**src/rtl/core/paf_pkg.sv**
```systemverilog
`timescale 1ns / 1ps
package paf_pkg;

    localparam int BATCH_WORDS    = 16;
    localparam int PREAMBLE_WORDS = 18;
    localparam int CMDQ_DEPTH     = 2;

    localparam int CHAR_W  = 7;
    localparam int ACC_W   = 20;
    localparam int DATA_W  = 21;
    localparam int CHK_W   = 10;
    localparam int HELD_W  = 5;
    localparam int BP_W    = $clog2(BATCH_WORDS);
    localparam int WS_W    = $clog2(BATCH_WORDS + 1);
    localparam int CNT_W   = 5;
    localparam int ADDR_W  = 21;
    localparam int FUNC_W  = 2;

    localparam logic [31:0]       SYNC_WORD        = 32'h7CD215D8;
    localparam logic [31:0]       IDLE_WORD        = 32'h7A89C197;
    localparam logic [31:0]       PREAMBLE_PATTERN = 32'hAAAAAAAA;
    localparam logic [10:0]       BCH_GEN          = 11'b11101101001;
    localparam logic [DATA_W-1:0] MSG_FLAG         = 21'h100000;
    localparam logic [CHK_W-1:0]  CHECK_MASK       = 10'h3FF;
    localparam logic [FUNC_W-1:0] FUNC_RESET       = 2'd3;

    typedef logic [DATA_W-1:0][CHK_W-1:0] t_bch_cols;

    typedef struct packed {
        logic              first;
        logic              msg_ok;
        logic [ACC_W-1:0]  msg_data;
        logic              flush_ok;
        logic [ACC_W-1:0]  flush_data;
        logic              last;
    } t_cmd;

    typedef struct packed {
        logic [ADDR_W-1:0] address;
        logic [FUNC_W-1:0] func;
    } t_cfg;

    function automatic t_bch_cols f_bch_cols();
        t_bch_cols   cols;
        logic [30:0] rem;
        logic [30:0] gen;
        for (int k = 0; k < DATA_W; k++) begin
            rem = 31'(1) << (k + CHK_W);
            gen = 31'(BCH_GEN) << 20;
            for (int col = 0; col < DATA_W; col++) begin
                if (rem[30 - col]) begin
                    rem = rem ^ gen;
                end
                gen = gen >> 1;
            end
            cols[k] = rem[CHK_W-1:0] & CHECK_MASK;
        end
        return cols;
    endfunction

    localparam t_bch_cols BCH_COLS = f_bch_cols();

    function automatic logic [31:0] f_codeword(logic [DATA_W-1:0] data);
        logic [CHK_W-1:0] chk;
        logic [30:0]      w;
        chk = '0;
        for (int i = 0; i < DATA_W; i++) begin
            if (data[i]) begin
                chk = chk ^ BCH_COLS[i];
            end
        end
        w = {data, chk};
        return {w, ^w};
    endfunction

endpackage

```
**src/rtl/core/paf_front.sv**
```systemverilog
`timescale 1ns / 1ps
module paf_front (
    input  logic          i_clk,
    input  logic          i_rst_n,
    input  logic          i_valid,
    output logic          o_ready,
    input  logic [6:0]    i_char,
    input  logic          i_first,
    input  logic          i_last,
    input  logic          i_no_text,
    input  logic          i_full,
    output logic          o_push,
    output paf_pkg::t_cmd o_cmd
);
    import paf_pkg::*;

    localparam int SPLIT = ACC_W - CHAR_W;

    logic [ACC_W-1:0]        r_acc,  n_acc;
    logic [HELD_W-1:0]       r_held, n_held;
    logic [ACC_W-1:0]        acc0,   acc1;
    logic [HELD_W-1:0]       held0,  held1;
    logic [CHAR_W-1:0]       rev;
    logic [ACC_W+CHAR_W-1:0] ext;
    logic [2:0]              sh;
    logic                    accept;

    assign o_ready = !i_full;
    assign accept  = i_valid && o_ready;

    always_comb begin
        for (int j = 0; j < CHAR_W; j++) begin
            rev[j] = i_char[CHAR_W-1-j];
        end
        acc0  = i_first ? '0 : r_acc;
        held0 = i_first ? '0 : r_held;
        ext   = {acc0, rev};
        sh    = 3'(held0 - HELD_W'(SPLIT));
        o_cmd = '0;
        o_cmd.first = i_first;
        o_cmd.last  = i_last;
        acc1  = acc0;
        held1 = held0;
        priority if (!i_no_text && held0 >= HELD_W'(SPLIT)) begin
            o_cmd.msg_ok   = 1'b1;
            o_cmd.msg_data = ACC_W'(ext >> sh);
            acc1  = ACC_W'(rev & CHAR_W'((CHAR_W'(1) << sh) - CHAR_W'(1)));
            held1 = held0 - HELD_W'(SPLIT);
        end else if (!i_no_text) begin
            acc1  = ext[ACC_W-1:0];
            held1 = held0 + HELD_W'(CHAR_W);
        end else begin
            acc1  = acc0;
            held1 = held0;
        end
        o_cmd.flush_ok   = i_last && (held1 != '0);
        o_cmd.flush_data = ACC_W'(acc1 << (HELD_W'(ACC_W) - held1));
        n_acc  = r_acc;
        n_held = r_held;
        if (accept) begin
            n_acc  = i_last ? '0 : acc1;
            n_held = i_last ? '0 : held1;
        end
    end

    assign o_push = accept && (i_first || o_cmd.msg_ok || i_last);

    always_ff @(posedge i_clk) begin
        if (!i_rst_n) begin
            r_acc  <= '0;
            r_held <= '0;
        end else begin
            r_acc  <= n_acc;
            r_held <= n_held;
        end
    end

endmodule

```
**src/rtl/core/paf_cmdq.sv**
```systemverilog
`timescale 1ns / 1ps
module paf_cmdq (
    input  logic          i_clk,
    input  logic          i_rst_n,
    input  logic          i_push,
    input  paf_pkg::t_cmd i_cmd,
    output logic          o_full,
    input  logic          i_pop,
    output logic          o_valid,
    output paf_pkg::t_cmd o_cmd
);
    import paf_pkg::*;

    localparam int PTR_W = (CMDQ_DEPTH > 1) ? $clog2(CMDQ_DEPTH) : 1;
    localparam int QC_W  = $clog2(CMDQ_DEPTH + 1);

    t_cmd             r_mem [CMDQ_DEPTH];
    logic [PTR_W-1:0] r_wr, n_wr;
    logic [PTR_W-1:0] r_rd, n_rd;
    logic [QC_W-1:0]  r_cnt, n_cnt;

    assign o_full  = (r_cnt == QC_W'(CMDQ_DEPTH));
    assign o_valid = (r_cnt != '0);
    assign o_cmd   = r_mem[r_rd];

    always_comb begin
        n_wr  = r_wr;
        n_rd  = r_rd;
        n_cnt = r_cnt;
        if (i_push) begin
            n_wr = (r_wr == PTR_W'(CMDQ_DEPTH - 1)) ? '0 : r_wr + PTR_W'(1);
        end
        if (i_pop) begin
            n_rd = (r_rd == PTR_W'(CMDQ_DEPTH - 1)) ? '0 : r_rd + PTR_W'(1);
        end
        if (i_push && !i_pop) begin
            n_cnt = r_cnt + QC_W'(1);
        end else if (i_pop && !i_push) begin
            n_cnt = r_cnt - QC_W'(1);
        end
    end

    always_ff @(posedge i_clk) begin
        if (i_push) begin
            r_mem[r_wr] <= i_cmd;
        end
    end

    always_ff @(posedge i_clk) begin
        if (!i_rst_n) begin
            r_wr  <= '0;
            r_rd  <= '0;
            r_cnt <= '0;
        end else begin
            r_wr  <= n_wr;
            r_rd  <= n_rd;
            r_cnt <= n_cnt;
        end
    end

endmodule

```
**src/rtl/core/paf_back.sv**
```systemverilog
`timescale 1ns / 1ps
module paf_back (
    input  logic          i_clk,
    input  logic          i_rst_n,
    input  logic          i_cmd_valid,
    input  paf_pkg::t_cmd i_cmd,
    output logic          o_pop,
    input  paf_pkg::t_cfg i_cfg,
    output logic          o_valid,
    input  logic          i_ready,
    output logic [31:0]   o_word,
    output logic          o_final
);
    import paf_pkg::*;

    localparam logic [3:0] ST_IDLE       = 4'd0;
    localparam logic [3:0] ST_PRE        = 4'd1;
    localparam logic [3:0] ST_SYNC       = 4'd2;
    localparam logic [3:0] ST_PREFIX     = 4'd3;
    localparam logic [3:0] ST_ADDR       = 4'd4;
    localparam logic [3:0] ST_MSG        = 4'd5;
    localparam logic [3:0] ST_MSG_SYNC   = 4'd6;
    localparam logic [3:0] ST_FLUSH      = 4'd7;
    localparam logic [3:0] ST_FLUSH_SYNC = 4'd8;
    localparam logic [3:0] ST_END        = 4'd9;
    localparam logic [3:0] ST_PAD        = 4'd10;

    localparam logic [BP_W-1:0] BP_LAST = BP_W'(BATCH_WORDS - 1);
    localparam logic [WS_W-1:0] WS_LAST = WS_W'(BATCH_WORDS);

    logic [3:0]       r_st,    n_st,  e_st;
    t_cmd             r_cmd,   n_cmd;
    logic [CNT_W-1:0] r_cnt,   n_cnt, e_cnt;
    logic [BP_W-1:0]  r_bp,    n_bp,  e_bp;
    logic [WS_W-1:0]  r_ws,    n_ws,  ws_inc;
    logic             r_ov,    n_ov;
    logic [31:0]      r_word,  n_word, e_word;
    logic             r_final, n_final, e_fin;
    logic             e_counted;
    logic             adv;
    logic [BP_W-1:0]  prefix;

    function automatic logic [3:0] f_after_flush(t_cmd c);
        return c.last ? ST_END : ST_IDLE;
    endfunction

    function automatic logic [3:0] f_after_msg(t_cmd c);
        return c.flush_ok ? ST_FLUSH : f_after_flush(c);
    endfunction

    function automatic logic [3:0] f_after_addr(t_cmd c);
        return c.msg_ok ? ST_MSG : f_after_msg(c);
    endfunction

    assign prefix = BP_W'({i_cfg.address[2:0], 1'b0});
    assign adv    = (r_st != ST_IDLE) && (!r_ov || i_ready);
    assign o_pop  = (r_st == ST_IDLE) && i_cmd_valid;
    assign ws_inc = (r_ws == WS_LAST) ? '0 : r_ws + WS_W'(1);

    always_comb begin
        e_word    = IDLE_WORD;
        e_fin     = 1'b0;
        e_counted = 1'b1;
        e_st      = r_st;
        e_cnt     = r_cnt;
        e_bp      = r_bp;
        unique case (r_st)
            ST_IDLE: begin
                e_counted = 1'b0;
            end
            ST_PRE: begin
                e_word    = PREAMBLE_PATTERN;
                e_counted = 1'b0;
                if (r_cnt == CNT_W'(PREAMBLE_WORDS - 1)) begin
                    e_st = ST_SYNC;
                end else begin
                    e_cnt = r_cnt + CNT_W'(1);
                end
            end
            ST_SYNC: begin
                e_word = SYNC_WORD;
                e_cnt  = '0;
                e_st   = (prefix != '0) ? ST_PREFIX : ST_ADDR;
            end
            ST_PREFIX: begin
                if (r_cnt == CNT_W'(prefix) - CNT_W'(1)) begin
                    e_st = ST_ADDR;
                end else begin
                    e_cnt = r_cnt + CNT_W'(1);
                end
            end
            ST_ADDR: begin
                e_word = f_codeword({1'b0, i_cfg.address[ADDR_W-1:3], i_cfg.func});
                e_bp   = prefix + BP_W'(1);
                e_st   = f_after_addr(r_cmd);
            end
            ST_MSG: begin
                e_word = f_codeword(MSG_FLAG | {1'b0, r_cmd.msg_data});
                e_bp   = r_bp + BP_W'(1);
                e_st   = (r_bp == BP_LAST) ? ST_MSG_SYNC : f_after_msg(r_cmd);
            end
            ST_MSG_SYNC: begin
                e_word = SYNC_WORD;
                e_st   = f_after_msg(r_cmd);
            end
            ST_FLUSH: begin
                e_word = f_codeword(MSG_FLAG | {1'b0, r_cmd.flush_data});
                e_bp   = r_bp + BP_W'(1);
                e_st   = (r_bp == BP_LAST) ? ST_FLUSH_SYNC : f_after_flush(r_cmd);
            end
            ST_FLUSH_SYNC: begin
                e_word = SYNC_WORD;
                e_st   = f_after_flush(r_cmd);
            end
            ST_END: begin
                e_bp = '0;
                e_st = ST_PAD;
            end
            ST_PAD: begin
                e_fin = (r_ws == WS_LAST);
                e_st  = e_fin ? ST_IDLE : ST_PAD;
            end
            default: begin
                e_counted = 1'b0;
                e_st      = ST_IDLE;
            end
        endcase
    end

    always_comb begin
        n_st    = r_st;
        n_cmd   = r_cmd;
        n_cnt   = r_cnt;
        n_bp    = r_bp;
        n_ws    = r_ws;
        n_ov    = r_ov;
        n_word  = r_word;
        n_final = r_final;
        if (o_pop) begin
            n_cmd = i_cmd;
            n_cnt = '0;
            n_st  = i_cmd.first ? ST_PRE : f_after_addr(i_cmd);
            if (i_cmd.first) begin
                n_ws = '0;
            end
        end else if (adv) begin
            n_st  = e_st;
            n_cnt = e_cnt;
            n_bp  = e_bp;
            if (e_counted) begin
                n_ws = ws_inc;
            end
        end
        if (adv) begin
            n_ov    = 1'b1;
            n_word  = e_word;
            n_final = e_fin;
        end else if (i_ready) begin
            n_ov = 1'b0;
        end
    end

    always_ff @(posedge i_clk) begin
        if (!i_rst_n) begin
            r_st  <= ST_IDLE;
            r_cnt <= '0;
            r_bp  <= '0;
            r_ws  <= '0;
            r_ov  <= 1'b0;
        end else begin
            r_st  <= n_st;
            r_cnt <= n_cnt;
            r_bp  <= n_bp;
            r_ws  <= n_ws;
            r_ov  <= n_ov;
        end
    end

    always_ff @(posedge i_clk) begin
        r_cmd   <= n_cmd;
        r_word  <= n_word;
        r_final <= n_final;
    end

    assign o_valid = r_ov;
    assign o_word  = r_word;
    assign o_final = r_final;

endmodule

```
**src/rtl/core/pocsag_alpha_frame_encoder.sv**
```systemverilog
`timescale 1ns / 1ps
// Throughput: the word engine emits one word per cycle unless m_axis_tready stalls it, and
// loads each request from the command queue in an idle step that emits no word;
// a header takes 20 + 2*(address bits 2..0) words. The two-entry command queue sets the slack.
// Reset is synchronous and active low: queue, packing and batch counters clear,
// address reads 0 and function code reads 3.
module pocsag_alpha_frame_encoder (
    input  logic        i_clk,
    input  logic        i_rst_n,
    input  logic        s_axis_tvalid,
    output logic        s_axis_tready,
    input  logic [7:0]  s_axis_tdata,   // [6:0] char_code
    input  logic [1:0]  s_axis_tuser,   // [0] first_char, [1] no_text
    input  logic        s_axis_tlast,   // last_char
    output logic        m_axis_tvalid,
    input  logic        m_axis_tready,
    output logic [31:0] m_axis_tdata,   // [31:0] code_word
    output logic        m_axis_tlast,   // final_word
    input  logic        psel,
    input  logic        penable,
    input  logic        pwrite,
    input  logic [2:0]  paddr,
    input  logic [31:0] pwdata,
    output logic [31:0] prdata,
    output logic        pready
);
    import paf_pkg::*;

    t_cfg  r_cfg;
    t_cmd  w_push_cmd;
    t_cmd  w_head_cmd;
    logic  w_push;
    logic  w_full;
    logic  w_pop;
    logic  w_cmd_valid;
    logic  w_wr;

    assign pready = 1'b1;
    assign w_wr   = psel && penable && pwrite && pready;
    assign prdata = paddr[2] ? 32'(r_cfg.func) : 32'(r_cfg.address);

    always_ff @(posedge i_clk) begin
        if (!i_rst_n) begin
            r_cfg.address <= '0;
            r_cfg.func    <= FUNC_RESET;
        end else if (w_wr) begin
            if (paddr[2]) begin
                r_cfg.func <= pwdata[FUNC_W-1:0];
            end else begin
                r_cfg.address <= pwdata[ADDR_W-1:0];
            end
        end
    end

    paf_front u_front (
        .i_clk     (i_clk),
        .i_rst_n   (i_rst_n),
        .i_valid   (s_axis_tvalid),
        .o_ready   (s_axis_tready),
        .i_char    (s_axis_tdata[6:0]),
        .i_first   (s_axis_tuser[0]),
        .i_last    (s_axis_tlast),
        .i_no_text (s_axis_tuser[1]),
        .i_full    (w_full),
        .o_push    (w_push),
        .o_cmd     (w_push_cmd)
    );

    paf_cmdq u_cmdq (
        .i_clk   (i_clk),
        .i_rst_n (i_rst_n),
        .i_push  (w_push),
        .i_cmd   (w_push_cmd),
        .o_full  (w_full),
        .i_pop   (w_pop),
        .o_valid (w_cmd_valid),
        .o_cmd   (w_head_cmd)
    );

    paf_back u_back (
        .i_clk       (i_clk),
        .i_rst_n     (i_rst_n),
        .i_cmd_valid (w_cmd_valid),
        .i_cmd       (w_head_cmd),
        .o_pop       (w_pop),
        .i_cfg       (r_cfg),
        .o_valid     (m_axis_tvalid),
        .i_ready     (m_axis_tready),
        .o_word      (m_axis_tdata),
        .o_final     (m_axis_tlast)
    );

    a_final_is_idle: assert property (@(posedge i_clk) disable iff (!i_rst_n)
        m_axis_tvalid && m_axis_tlast |-> m_axis_tdata == IDLE_WORD)
        else $error("final word is not an idle word");

    a_stall_needs_work: assert property (@(posedge i_clk) disable iff (!i_rst_n)
        !s_axis_tready |-> w_cmd_valid)
        else $error("input stalled with an empty command queue");

    a_pop_has_entry: assert property (@(posedge i_clk) disable iff (!i_rst_n)
        w_push && w_full |-> w_pop)
        else $error("push into a full command queue");

endmodule
```
**config.mk**
```make
export PLATFORM = sky130hd
export DESIGN_NAME = pocsag_alpha_frame_encoder
export DESIGN_NICKNAME = d
export VERILOG_FILES = /design/src/rtl/core/paf_pkg.sv /design/src/rtl/core/paf_front.sv /design/src/rtl/core/paf_cmdq.sv /design/src/rtl/core/paf_back.sv /design/src/rtl/core/pocsag_alpha_frame_encoder.sv
export SDC_FILE = /design/constraint.sdc
export NUM_CORES = 1
export LEC_CHECK = 0
export BUFFER_PORTS_ARGS = -buffer_cell sky130_fd_sc_hd__buf_4
export CAP_MARGIN = 10
export CORE_UTILIZATION = 60
export DETAILED_ROUTE_END_ITERATION = 10
export PLACE_DENSITY = 0.8
export SLEW_MARGIN = 5
export SYNTH_ARGS = -nofsm -noshare
export SYNTH_HDL_FRONTEND = slang
export SYNTH_SLANG_ARGS = --single-unit
```
**constraint.sdc**
```tcl
create_clock -name i_clk -period 5.6 [get_ports i_clk]
set_clock_uncertainty 0.05 [all_clocks]
set_input_delay 0.28 -clock i_clk [delete_from_list [all_inputs] [get_ports i_clk]]
set_output_delay 0.28 -clock i_clk [all_outputs]
set_load 0.02 [all_outputs]
```
==> results.cfg <==
[timing]
max_freq_mhz = 229
setup_viol = 0
period_needed_ns = 4.36
setup_slack_ns = 1.24
fin_crit_sh_pct = 77.9
report.final.slew_viol_count = 0
hold_viol_final = 0
relSlewSlack_pct = 15.5
rsz0062_at_grt = no
tns_ns = 0
worst_pin_slew_ns = 1.26

[clock_network]
clkLatencyLatePin_ns = 0.53
cts_max_level = 1
ctsLongestPathBuffers = 3
cts_tree = done
path_clk_slew_ns = 0.06
cts_buffers = 26
cts.sinks = 236
cts.repair.resized = 0
root_buffer = clkbuf_16

[hold_path]
min_from = i_rst_n
hold_path_class = in -> reg

[global_routing]
overflow = 0
grt_pass1_wl_um = 58100
antenna_found_initial = 0
track_usage_pct = 28.8
grt_pass1_vias = 10700
grt_max_degree = 62

[yosys]
ys_seq_area_share_pct = 42.7
synth_edf_count = 164
syn_avg_cell_area_um2 = 10.3
ys.flop_type = edfxtp_1
ys_seq_elements = 236
synthCells = 1446
ys_async_sr_fraction_pct = 0
synth_warnings = 0
synth_cell_types = 80
synth_area_um2 = 14900

[detailed_routing]
routed_wl_um = 36900
drt-initial-drc-count = 1013
vias = 11200
first_pass_iters = 5
wl_per_cell_um = 19.9
ant_nets = 0
route.detailed.drc = 0
via_per_inst = 6.04

[place]
finalWeightedCongestion = 0.958
dp_hpwl_um = 26300
place_area_um2 = 15700
port_buffers = 94
post-place-ws_ns = 0.794

[power_and_ir_drop]
finalPower_mw = 11.2
ir_worst_vdd_mv = 1.02
p_per_area_nw_per_um2 = 664
p_leak_nw = 6.16

[die]
die-height_um = 160
ios = 121
core-area_um2 = 24300
initial_core_util_pct = 61.3
die-area_um2 = 25500
std_cell_rows = 57
die_w_um = 160

[setup_path]
critPathKind = reg -> reg
cp_slowest_cell = mux4_2
crit_start = u_front.r_held[0]
cp_common_cell = ha_1
cp_max_fo = 18
worst_setup_path_end_kind = flop
critPathBufInv = 1
required_ns = 5.84
worstPathCellList = nand2b_1, ha_1, ha_1, inv_2, nand2_1, ha_1, nand2b_1, or3b_2, nand3_1, a32o_1, a21oi_1, mux4_2, and2_1, o31ai_1
rr_startpoint = u_front.r_held[0]
crit_family = simple AND/OR/NAND/NOR gates
cp-start-kind = flop
arrival_ns = 4.60
cpPeakStageDelay_ns = 0.50

[finish]
num_antenna_cells = 0
drive_gt1_share_pct = 16.6
syn_to_final_growth_pct = 12.9
fin_area_um2 = 16800
nNetsFinal = 1576
fin_util_pct = 69.2
n_fill_cell = 1767

[run_status]
run_status = finished, final reports clean

[run]
maxCapViolations = 0
-- registers in the layout (all words and copies together), names as in the netlist, named ones only --
name / flops
u_cmdq.r_cnt: 2
u_back.r_cmd: 43
u_cmdq.r_mem: 88
u_back.r_ws: 5
r_cfg: 23
u_back.r_cnt: 5
u_cmdq.r_rd: 1
u_front.r_acc: 20
u_cmdq.r_wr: 1
u_back.o_word: 32
u_back.o_valid: 1
u_back.r_st: 4
u_front.r_held: 5
u_back.o_final: 1
u_back.r_bp: 4
-- report_power, final --
| part | internal, mW | switching (mW) |
|---|---|---|
| sequential | 2.41 | 0.387 |
| clock | 1.01 | 0.720 |
| combinational | 3.53 | 3.12 |
| total | 6.95 | 4.23 |
-- cells by family after synthesis --
kind of cell | count (synthesis) | synth area share (%)
DFF | 236 | 42.7
muxes | 116 | 8.97
AOI/OAI and AO/OA | 332 | 14.7
adders and majority gates | 16 | 1.34
other | 2 | 0.0504
and+or+nand+nor | 400 | 12.3
buffers and inverters | 136 | 3.92
xor gates and xnor gates | 208 | 16.0
-- through the flow --
step	hold WS, ns	std cells
finish	0.0665	1851
global route	0.0568	1851
CTS	0.0452	1850
detailed placement	0.455	1780
global placement	0.440	1780
floorplan	0.329	1456
-- layer usage --
metal	track usage [%]	up-vias	part of all wire, %
li1	-	5301	-
met1	37.0	5297	41
met2	49.2	471	48
met3	3.40	111	6.4
met4	12.2	0	4.2
met5	0	-	0
-- synth_stat cells, types with 8 or more instances --
cell / instances / area [um^2]
a211oi_1: 25 / 188
a21boi_0: 16 / 120
a21oi_1: 83 / 415
a22o_1: 9 / 78.8
a22oi_1: 22 / 165
a31oi_1: 8 / 50.1
and2_1: 10 / 62.6
and3_1: 8 / 50.1
buf_1: 16 / 60.1
buf_2: 10 / 50.1
buf_4: 14 / 105
clkbuf_1: 72 / 270
dfxtp_1: 72 / 1440
edfxtp_1: 164 / 4920
ha_1: 16 / 200
inv_1: 17 / 63.8
mux2_2: 51 / 574
mux2i_1: 56 / 561
mux4_2: 9 / 203
nand2_1: 146 / 548
nand2b_1: 14 / 87.6
nand3_1: 12 / 60.1
nor2_1: 114 / 428
nor2b_1: 43 / 269
nor3_1: 25 / 125
o211ai_1: 16 / 120
o21a_1: 13 / 97.6
o21ai_0: 71 / 355
o22ai_1: 8 / 50.1
o31ai_1: 8 / 60.1
xnor2_1: 118 / 1030
xnor3_1: 30 / 676
xor2_1: 47 / 412
-- worst paths after layout --
path,endpoint,slack [ns],depth (start not counted)
min,r_cfg[0],0.07,2
min reg2reg,u_back.r_ws[1],0.46,2
max,u_cmdq.r_mem[0][18],1.24,14
max reg2reg,u_cmdq.r_mem[0][18],1.24,14
-- layout make-up --
type,instances,area (um^2),area share (%)
multi-input combinational,1084,8010,47.6
sequential,236,6370,37.8
timing repair buffer,137,1090,6.46
clock buffer,30,707,4.20
tap,324,405,2.41
clock inverter,18,168,0.996
inverter,22,82.6,0.491
-- repair_timing --
item / 4_1_cts / 5_1_grt
setup endpoints to repair: 0 / 0
buffers inserted: 0 / 0
hold endpoints to repair: 25 / 0
hold buffers: 22 / 0
-- layout by cell type (no fill, tap or decap), types with 6 or more instances in the layout --
cell type	netlist	final
nor3_1	25	25
a22o_1	9	9
inv_1	17	17
a211oi_1	25	25
o31ai_1	8	8
and2_1	10	9
nor2_1	114	114
o211ai_1	16	16
a21o_1	6	6
nand3_1	12	12
a21boi_0	16	15
o21a_1	13	13
nand2_1	146	146
a22oi_1	22	22
xnor2_1	118	118
xor2_1	47	47
a21oi_1	83	83
xnor2_2	6	6
buf_4	14	114
dfxtp_1	72	69
edfxtp_1	164	164
nor2b_1	43	42
dlygate4sd3_1	0	22
o22ai_1	8	8
xnor3_1	30	30
ha_1	16	16
mux4_2	9	9
clkbuf_16	0	27
conb_1	2	12
a31oi_1	8	8
mux2i_1	56	56
and3_1	8	8
nand2b_1	14	14
or3_1	6	6
o21ai_0	71	71
mux2_2	51	51
Note: power is estimated with default switching activity, not from simulation.
